--- src/sv/gbuf_pkg.sv ---
// ----------------------------------------------------------------------------
// gbuf_pkg
// Shared types and constants for the gap buffer text editor.
// ----------------------------------------------------------------------------
`default_nettype none

package gbuf_pkg;

	localparam int CAPACITY = 64;
	localparam int ADDR_W   = $clog2(CAPACITY);
	localparam int LEN_W    = 7;
	localparam int CHAR_W   = 8;
	localparam int OP_W     = 3;
	localparam int STAT_W   = 2;

	localparam logic [LEN_W-1:0] CAP_PTR = LEN_W'(CAPACITY);

	typedef enum logic [OP_W-1:0] {
		OP_INSERT  = 3'd0,
		OP_DELETE  = 3'd1,
		OP_LEFT    = 3'd2,
		OP_RIGHT   = 3'd3,
		OP_EXTRACT = 3'd4
	} op_t;

	typedef enum logic [STAT_W-1:0] {
		STAT_OK      = 2'd0,
		STAT_IGNORED = 2'd1,
		STAT_FULL    = 2'd2
	} status_t;

	typedef enum logic [1:0] {
		S_IDLE,
		S_MOVE,
		S_EXT_RD,
		S_EXT_DATA
	} state_t;

endpackage

`default_nettype wire

--- src/sv/gbuf_if.sv ---
// ----------------------------------------------------------------------------
// gbuf_if
// Command and result channels of the gap buffer text editor.
// ----------------------------------------------------------------------------
`default_nettype none

interface gbuf_cmd_if;
	import gbuf_pkg::*;

	logic              valid;
	logic              ready;
	logic [OP_W-1:0]   op;
	logic [CHAR_W-1:0] char_in;
	logic [LEN_W-1:0]  limit;

	modport source (output valid, op, char_in, limit, input ready);
	modport sink   (input valid, op, char_in, limit, output ready);
endinterface

interface gbuf_res_if;
	import gbuf_pkg::*;

	logic              valid;
	logic              ready;
	logic [CHAR_W-1:0] char_out;
	logic              char_valid;
	logic              last;
	logic [LEN_W-1:0]  text_length;
	logic [STAT_W-1:0] status;

	modport source (output valid, char_out, char_valid, last, text_length, status,
		input ready);
	modport sink   (input valid, char_out, char_valid, last, text_length, status,
		output ready);
endinterface

`default_nettype wire

--- src/sv/gbuf_ram.sv ---
// ----------------------------------------------------------------------------
// gbuf_ram
// Simple dual-port synchronous RAM, one write and one registered read port.
// ----------------------------------------------------------------------------
`default_nettype none

module gbuf_ram #(
	parameter int DEPTH = 64,
	parameter int WIDTH = 8,
	localparam int AW = $clog2(DEPTH)
) (
	input  wire logic             clk,
	input  wire logic             we,
	input  wire logic [AW-1:0]    waddr,
	input  wire logic [WIDTH-1:0] wdata,
	input  wire logic             re,
	input  wire logic [AW-1:0]    raddr,
	output logic      [WIDTH-1:0] rdata
);

	logic [WIDTH-1:0] mem [DEPTH];

	always_ff @(posedge clk) begin
		if (we) begin
			mem[waddr] <= wdata;
		end
	end

	always_ff @(posedge clk) begin
		if (re) begin
			rdata <= mem[raddr];
		end
	end

endmodule

`default_nettype wire

--- src/sv/gap_buffer_text_editor.sv ---
// ----------------------------------------------------------------------------
// gap_buffer_text_editor
// Fixed-capacity gap buffer with cursor editing and text extraction.
// ----------------------------------------------------------------------------
// Insert, delete and any refused or unknown command load their result as they
// are taken; move left and move right read the store, then write back. Extract
// decodes the command, then for each emitted character reads the store and
// registers the character; an extract that emits nothing loads its result as
// it is taken. The single read port of the text store sets these steps. A
// result waits in an output register; a new command is taken only when that
// register is empty or its result transfers in the same cycle, and an extract
// holds its next store read while a character waits there. The text store
// has no reset; only the state, gap pointers and res_valid_q are cleared.
`default_nettype none

module gap_buffer_text_editor (
	input wire logic clk,
	input wire logic arst_n,
	gbuf_cmd_if.sink   cmd,
	gbuf_res_if.source res
);
	import gbuf_pkg::*;

	state_t state_q, state_d;

	logic [LEN_W-1:0] gf_q, gb_q, gf_d, gb_d;
	logic [LEN_W-1:0] i_q, n_q, n_ext;
	logic             left_q;

	logic              res_valid_q;
	logic [CHAR_W-1:0] char_out_q;
	logic              char_valid_q;
	logic              last_q;
	logic [LEN_W-1:0]  len_out_q;
	status_t           stat_q;

	logic              out_free, cmd_acc, ext_last;
	logic [LEN_W-1:0]  len_q, len_d, ext_idx;

	logic              ram_we, ram_re;
	logic [ADDR_W-1:0] ram_waddr, ram_raddr;
	logic [CHAR_W-1:0] ram_wdata, ram_rdata;

	logic              ld;
	logic [CHAR_W-1:0] ld_char;
	logic              ld_cval;
	logic              ld_last;
	status_t           ld_stat;
	logic              ext_start, move_start;

	gbuf_ram #(.DEPTH(CAPACITY), .WIDTH(CHAR_W)) u_store (
		.clk   (clk),
		.we    (ram_we),
		.waddr (ram_waddr),
		.wdata (ram_wdata),
		.re    (ram_re),
		.raddr (ram_raddr),
		.rdata (ram_rdata)
	);

	assign out_free = !res_valid_q || res.ready;
	assign cmd_acc  = cmd.valid && cmd.ready;
	assign len_q    = gf_q + (CAP_PTR - gb_q);
	assign len_d    = gf_d + (CAP_PTR - gb_d);
	assign n_ext    = (cmd.limit < len_q) ? cmd.limit : len_q;
	assign ext_idx  = (i_q < gf_q) ? i_q : gb_q + (i_q - gf_q);
	assign ext_last = (i_q + LEN_W'(1)) == n_q;

	// next state
	always_comb begin
		state_d = state_q;
		unique case (state_q)
			S_IDLE: begin
				if (cmd_acc) begin
					case (cmd.op)
						OP_LEFT:    if (gf_q != '0) state_d = S_MOVE;
						OP_RIGHT:   if (gb_q != CAP_PTR) state_d = S_MOVE;
						OP_EXTRACT: if (n_ext != '0) state_d = S_EXT_RD;
						default:    state_d = S_IDLE;
					endcase
				end
			end
			S_MOVE:     state_d = S_IDLE;
			S_EXT_RD:   if (out_free) state_d = S_EXT_DATA;
			S_EXT_DATA: state_d = ext_last ? S_IDLE : S_EXT_RD;
			default:    state_d = S_IDLE;
		endcase
	end

	// datapath control
	always_comb begin
		cmd.ready  = 1'b0;
		ram_we     = 1'b0;
		ram_waddr  = '0;
		ram_wdata  = cmd.char_in;
		ram_re     = 1'b0;
		ram_raddr  = '0;
		gf_d       = gf_q;
		gb_d       = gb_q;
		ld         = 1'b0;
		ld_char    = '0;
		ld_cval    = 1'b0;
		ld_last    = 1'b1;
		ld_stat    = STAT_OK;
		ext_start  = 1'b0;
		move_start = 1'b0;
		unique case (state_q)
			S_IDLE: begin
				cmd.ready = out_free;
				if (cmd_acc) begin
					case (cmd.op)
						OP_INSERT: begin
							ld = 1'b1;
							if (gf_q >= gb_q) begin
								ld_stat = STAT_FULL;
							end else begin
								ram_we    = 1'b1;
								ram_waddr = gf_q[ADDR_W-1:0];
								gf_d      = gf_q + LEN_W'(1);
							end
						end
						OP_DELETE: begin
							ld = 1'b1;
							if (gf_q == '0) ld_stat = STAT_IGNORED;
							else gf_d = gf_q - LEN_W'(1);
						end
						OP_LEFT: begin
							if (gf_q == '0) begin
								ld      = 1'b1;
								ld_stat = STAT_IGNORED;
							end else begin
								ram_re     = 1'b1;
								ram_raddr  = ADDR_W'(gf_q - LEN_W'(1));
								move_start = 1'b1;
							end
						end
						OP_RIGHT: begin
							if (gb_q == CAP_PTR) begin
								ld      = 1'b1;
								ld_stat = STAT_IGNORED;
							end else begin
								ram_re     = 1'b1;
								ram_raddr  = gb_q[ADDR_W-1:0];
								move_start = 1'b1;
							end
						end
						OP_EXTRACT: begin
							if (n_ext == '0) ld = 1'b1;
							else ext_start = 1'b1;
						end
						default: begin
							ld      = 1'b1;
							ld_stat = STAT_IGNORED;
						end
					endcase
				end
			end
			S_MOVE: begin
				ld        = 1'b1;
				ram_we    = 1'b1;
				ram_wdata = ram_rdata;
				if (left_q) begin
					ram_waddr = ADDR_W'(gb_q - LEN_W'(1));
					gf_d      = gf_q - LEN_W'(1);
					gb_d      = gb_q - LEN_W'(1);
				end else begin
					ram_waddr = gf_q[ADDR_W-1:0];
					gf_d      = gf_q + LEN_W'(1);
					gb_d      = gb_q + LEN_W'(1);
				end
			end
			S_EXT_RD: begin
				ram_re    = out_free;
				ram_raddr = ext_idx[ADDR_W-1:0];
			end
			S_EXT_DATA: begin
				ld      = 1'b1;
				ld_char = ram_rdata;
				ld_cval = 1'b1;
				ld_last = ext_last;
			end
			default: ;
		endcase
	end

	always_ff @(posedge clk or negedge arst_n) begin
		if (!arst_n) begin
			state_q     <= S_IDLE;
			gf_q        <= '0;
			gb_q        <= CAP_PTR;
			res_valid_q <= 1'b0;
		end else begin
			state_q <= state_d;
			gf_q    <= gf_d;
			gb_q    <= gb_d;
			if (ld) res_valid_q <= 1'b1;
			else if (res.ready) res_valid_q <= 1'b0;
		end
	end

	always_ff @(posedge clk) begin
		if (ld) begin
			char_out_q   <= ld_char;
			char_valid_q <= ld_cval;
			last_q       <= ld_last;
			len_out_q    <= len_d;
			stat_q       <= ld_stat;
		end
		if (move_start) left_q <= (cmd.op == OP_LEFT);
		if (ext_start) begin
			n_q <= n_ext;
			i_q <= '0;
		end else if (state_q == S_EXT_DATA) begin
			i_q <= i_q + LEN_W'(1);
		end
	end

	assign res.valid       = res_valid_q;
	assign res.char_out    = char_out_q;
	assign res.char_valid  = char_valid_q;
	assign res.last        = last_q;
	assign res.text_length = len_out_q;
	assign res.status      = stat_q;

	// gap pointers stay ordered and inside the store
	a_gap_order: assert property (@(posedge clk) disable iff (!arst_n)
		gf_q <= gb_q && gb_q <= CAP_PTR)
		else $error("gap pointers out of order");

	// commands are only taken between operations
	a_ready_idle: assert property (@(posedge clk) disable iff (!arst_n)
		cmd.ready |-> state_q == S_IDLE)
		else $error("command taken while busy");

	// a fetched character always reaches the output register
	a_ext_load: assert property (@(posedge clk) disable iff (!arst_n)
		state_q == S_EXT_DATA |=> res_valid_q && res.char_valid)
		else $error("extract character lost");

	// a move always ends with its result
	a_move_done: assert property (@(posedge clk) disable iff (!arst_n)
		state_q == S_MOVE |=> res_valid_q && res.last && state_q == S_IDLE)
		else $error("move did not complete");

endmodule

`default_nettype wire

--- src/flat_wrapper.sv ---
// flat-port wrapper written by rule: the top's interface ports become plain ports
module gap_buffer_text_editor_flat import gbuf_pkg::*;
  (clk, arst_n, cmd_valid, cmd_op, cmd_char_in, cmd_limit, cmd_ready, res_valid, res_char_out, res_char_valid, res_last, res_text_length, res_status, res_ready);
  gbuf_cmd_if cmd_i ();
  gbuf_res_if res_i ();
  input wire logic clk;
  input wire logic arst_n;
  input wire logic [$bits(cmd_i.valid)-1:0] cmd_valid;
  input wire logic [$bits(cmd_i.op)-1:0] cmd_op;
  input wire logic [$bits(cmd_i.char_in)-1:0] cmd_char_in;
  input wire logic [$bits(cmd_i.limit)-1:0] cmd_limit;
  output wire logic [$bits(cmd_i.ready)-1:0] cmd_ready;
  output wire logic [$bits(res_i.valid)-1:0] res_valid;
  output wire logic [$bits(res_i.char_out)-1:0] res_char_out;
  output wire logic [$bits(res_i.char_valid)-1:0] res_char_valid;
  output wire logic [$bits(res_i.last)-1:0] res_last;
  output wire logic [$bits(res_i.text_length)-1:0] res_text_length;
  output wire logic [$bits(res_i.status)-1:0] res_status;
  input wire logic [$bits(res_i.ready)-1:0] res_ready;
  assign cmd_i.valid = cmd_valid;
  assign cmd_i.op = cmd_op;
  assign cmd_i.char_in = cmd_char_in;
  assign cmd_i.limit = cmd_limit;
  assign cmd_ready = cmd_i.ready;
  assign res_valid = res_i.valid;
  assign res_char_out = res_i.char_out;
  assign res_char_valid = res_i.char_valid;
  assign res_last = res_i.last;
  assign res_text_length = res_i.text_length;
  assign res_status = res_i.status;
  assign res_i.ready = res_ready;
  gap_buffer_text_editor u_core (.clk(clk), .arst_n(arst_n), .cmd(cmd_i), .res(res_i));
endmodule
--- config.mk ---
export PLATFORM = sky130hd
export DESIGN_NAME = gap_buffer_text_editor_flat
export DESIGN_NICKNAME = d
export VERILOG_FILES = /design/src/sv/gbuf_pkg.sv /design/src/sv/gbuf_if.sv /design/src/sv/gbuf_ram.sv /design/src/sv/gap_buffer_text_editor.sv /design/src/flat_wrapper.sv
export SDC_FILE = /design/constraint.sdc
export NUM_CORES = 1
export LEC_CHECK = 0
export ABC_AREA = 1
export BUFFER_PORTS_ARGS = -buffer_cell sky130_fd_sc_hd__buf_2
export CAP_MARGIN = 20
export CORE_UTILIZATION = 60
export DETAILED_ROUTE_END_ITERATION = 7
export PLACE_DENSITY = 0.76
export SETUP_SLACK_MARGIN = 0.05
export SYNTH_ARGS = -nofsm -noshare
export SYNTH_HDL_FRONTEND = slang
export SYNTH_SLANG_ARGS = --single-unit
--- constraint.sdc ---
create_clock -name clk -period 5.7 [get_ports clk]
set_input_delay 0.285 -clock clk [delete_from_list [all_inputs] [get_ports clk]]
set_output_delay 0.285 -clock clk [all_outputs]
set_load 0.01 [all_outputs]
==> reports/qor.yml <==
drt:
  ant_nets: 0
  drt_wl_total_mm: 72.8
  drt_first_pass_iters: 8
  via_count: 20162
  drt_iter0_drc: 2928
  drcViolationCount: 2
  wl_per_cell_um: 21.5
  viasPerCell: 5.96
synth:
  synth_flop_cell: "edfxtp_1"
  async_flop_share_pct: 2.98
  synth-edff-count: 547
  synth_area_per_cell_um2: 10.2
  synth-seq-cells: 571
  yosysSeqAreaShare_pct: 61.1
  synth_area_mm2: 0.0278
  yosysUniqueCellTypes: 45
  synth_fp_nets: 2812
  yosys_warnings: 0
  synth_cells: 2730
cells_and_area:
  multi_input_area_mm2: 0.00848
  fillerInstances: 3404
  stdcell_count: 3385
  seq_area_mm2: 0.0170
  utilization_pct: 67.0
  area_delta_synth_final_pct: 9.90
  design_area_mm2: 0.0305
  nets: 2817
  layout-drive-gt1-share_pct: 7.90
critical_path:
  regToRegSetupSlack_ps: 870
  cp_top_family: "adder cells"
  path_buf_inv: 4
  path_cells: "inv_1, ha_1, inv_1, ha_1, inv_1, fa_1, o21ai_0, xnor2_1, ha_1, nand2_1, nor2_1, a211oi_1, nand2_1, o21ai_0, nand2_1, nor3_2, nand2_1, o21ai_2, buf_4"
  rr_worst_depth: 19
  worstPathRequired_ps: 5990
  crit_fanout: 20
  crit_arrival_ps: 5120
  cp-start-kind: "flip-flop"
  critPathCaptureType: "flip-flop"
  rr_startpoint: "u_core.gf_q[0]$_DFF_PN0_"
  cp_common_cell: "nand2_1"
  crit_slowest_cell: "dfrtp_1"
  reg2reg_to: "u_core.res.char_out[6]$_SDFFCE_PN0P_"
  worstSetupStartpoint: "u_core.gf_q[0]$_DFF_PN0_"
  worstSetupPathType: "reg -> reg"
  critPathMaxStageDelay_ps: 570
global_route:
  antenna_found_initial: 5
  grt_usage_pct: 31.4
  grt_max_degree: 225
  grt_pass1_wl_mm: 112
  overflow: 0
  grt_pass1_vias: 19515
timing:
  hold_viol_final: 0
  rsz0062_at_grt: "false"
  fin_tns_setup_ps: 0
  slew_violations: 0
  setup_violations: 0
  max-slew-margin-rel_pct: 5.67
  skew_ps: 18.0
  period_minus_slack_ps: 4830
  period_share_pct: 84.7
  whs_ps: 36.7
  tightest_slew_ps: 1410
  fmax_ghz: 0.207
  setup_slack_ps: 874
floorplan:
  initial_core_util_pct: 61.0
  core_mm2: 0.0456
  ios: 43
  die_area_mm2: 0.0472
  die_h_um: 217
  die_w_um: 217
  row_count: 78
place:
  io_buffer_count: 42
  place_ws_ps: 1020
  dpl.cell_count: 3272
  place_congestion: 0.968
  hpwlAfterDp_mm: 45.6
  dpl_cell_area_mm2: 0.0285
status:
  status: "finished, violations left"
  violations: "DRC"
power:
  p_per_area_mw_per_mm2: 508
  internal-power_mw: 9.44
  comb_power_share_pct: 39.3
  p_leak_nw: 12.2
  p_switching_mw: 6.07
  swShare_pct: 39.1
  p_total_mw: 15.5
  vdd_drop_max_mv: 0.550
  clkPwrFrac_pct: 25.3
  seqPwrFrac_pct: 35.4
clock_network:
  ctsHtreeMaxLevel: 2
  path_clk_slew_ps: 60
  clk_latency_ps: 620
  clockBufferDepth: 3
  clock_sinks: 571
  cts_buffers: 58
  cts_root_buffer: "clkbuf_16"
  cts_tree: "built"
  cts_resized: 0
min_path:
  worstHoldStart: "cmd_limit[5]"
  hold_path.class: "in -> reg"
  hold_end: "u_core.n_q[5]$_DFFE_PP_"
  holdPathStages: 3
job:
  max_cap_violations: 0
power groups by stage:
stage          registers [mW]  clock network (mW)  logic, mW
3_3_place_gp             5.56                   0       5.81
4_1_cts                  5.48                3.96       5.99
2_1_floorplan            5.57                   0       4.08
6_report                 5.49                3.93       6.09
5_1_grt                  5.51                4.11       6.72
3_5_place_dp             5.57                   0       5.94
metal layers:
layer / share of wire (%) / GRT usage, % / vias up / wire, µm
li1: - / - / 9234 / -
met3: 9.9 / 5.32 / 187 / 7220
met5: 0.048 / 0 / - / 35
met4: 3.7 / 12.7 / 6 / 2660
met1: 40 / 44.1 / 9669 / 29200
met2: 46 / 49.0 / 1066 / 33700
how the worst max path moves through the flow:
stage,end,cells after the start,slack (ps)
global route,u_core.res.char_out[2]$_SDFFCE_PN0P_,19,450
floorplan,u_core.res.char_out[0]$_SDFFCE_PN0P_,21,1170
finish,u_core.res.char_out[6]$_SDFFCE_PN0P_,19,870
global placement,u_core.res.char_out[7]$_SDFFCE_PN0P_,19,1160
CTS,u_core.res.char_out[1]$_SDFFCE_PN0P_,19,980
detailed placement,u_core.res.char_out[1]$_SDFFCE_PN0P_,19,1020
repair_timing:
action | CTS | global route
setup buffers | 0 | 0
hold endpoints to repair | 17 | 0
hold buffers | 1 | 0
kinds of logic after synthesis:
kind of cell / after synthesis / synth area share [%]
adder cells (fa/ha/maj): 60 / 2.97
buffers and inverters: 603 / 8.87
XOR/XNOR: 33 / 1.04
AO/OA/AOI/OAI: 123 / 2.50
AND/OR/NAND/NOR: 1340 / 23.5
flip-flops: 571 / 61.1
placed cells by master (no fill, tap or decap), drive strengths merged, types with 3 or more instances in the layout:
| cell | instances |
|---|---|
| nand3 | 579 |
| edfxtp | 547 |
| inv | 463 |
| nand2 | 435 |
| nand3b | 178 |
| nor2 | 118 |
| buf | 85 |
| clkbuf | 69 |
| o21ai | 60 |
| ha | 50 |
| a21oi | 32 |
| clkinv | 26 |
| xor2 | 20 |
| dfrtp | 16 |
| nor3 | 15 |
| xnor2 | 13 |
| o22ai | 10 |
| o211ai | 10 |
| fa | 10 |
| nand4 | 10 |
| bufinv | 9 |
| dfxtp | 7 |
| clkinvlp | 4 |
| or2 | 3 |
| o21bai | 3 |
state kept, by name, summed over array words and instances (netlist names):
signal,cells
u_core.res.last,1
u_core.res.status,2
u_core.state_q,2
u_core.gf_q,7
u_core.u_store.rdata,8
u_core.i_q,7
u_core.gb_q,7
u_core.res.valid,1
u_core.res.char_valid,1
u_core.left_q,1
u_core.u_store.mem,512
u_core.n_q,7
u_core.res.text_length,7
u_core.res.char_out,8
worst register-to-register path, cell delays in order (launching register included):
cell and delay (ps):
dfrtp_1 570, inv_1 230, ha_1 270, inv_1 70, ha_1 170, inv_1 70
fa_1 460, o21ai_0 240, xnor2_1 220, ha_1 290, nand2_1 80, nor2_1 50
a211oi_1 170, nand2_1 270, o21ai_0 350, nand2_1 110, nor3_2 300, nand2_1 120
o21ai_2 130, buf_4 310
cell type report:
cell class	instances	area share (%)
Antenna cell	1	0.00819
Sequential cell	571	55.6
Timing Repair Buffer	86	2.05
Multi-Input combinational cell	1556	27.8
Clock inverter	40	1.52
Tap cell	600	2.46
Inverter	462	5.68
Clock buffer	69	4.89
synth_stat cells, types with 2 or more instances:
cell / n / area, µm²
nand3_1: 578 / 2890
edfxtp_1: 547 / 16400
inv_1: 450 / 1690
nand2_1: 430 / 1610
nand3b_1: 178 / 1340
nor2_1: 113 / 424
buf_2: 89 / 445
o21ai_0: 52 / 260
ha_1: 50 / 626
a21oi_1: 29 / 145
clkbuf_1: 27 / 101
buf_4: 20 / 150
xor2_1: 20 / 175
dfrtp_1: 16 / 400
nor3_1: 14 / 70.1
xnor2_1: 13 / 114
inv_2: 11 / 41.3
fa_1: 10 / 200
o211ai_1: 10 / 75.1
o22ai_1: 10 / 62.6
nand4_1: 9 / 56.3
dfxtp_1: 7 / 140
o21ai_1: 7 / 35.0
nand2_2: 5 / 31.3
a21oi_2: 3 / 26.3
buf_1: 3 / 11.3
nor2_2: 3 / 18.8
o21bai_1: 3 / 22.5
or2_2: 3 / 18.8
a31oi_1: 2 / 12.5
buf_6: 2 / 22.5
nor2_4: 2 / 22.5
o31ai_1: 2 / 15.0
Power figures use the tool's default switching activity.
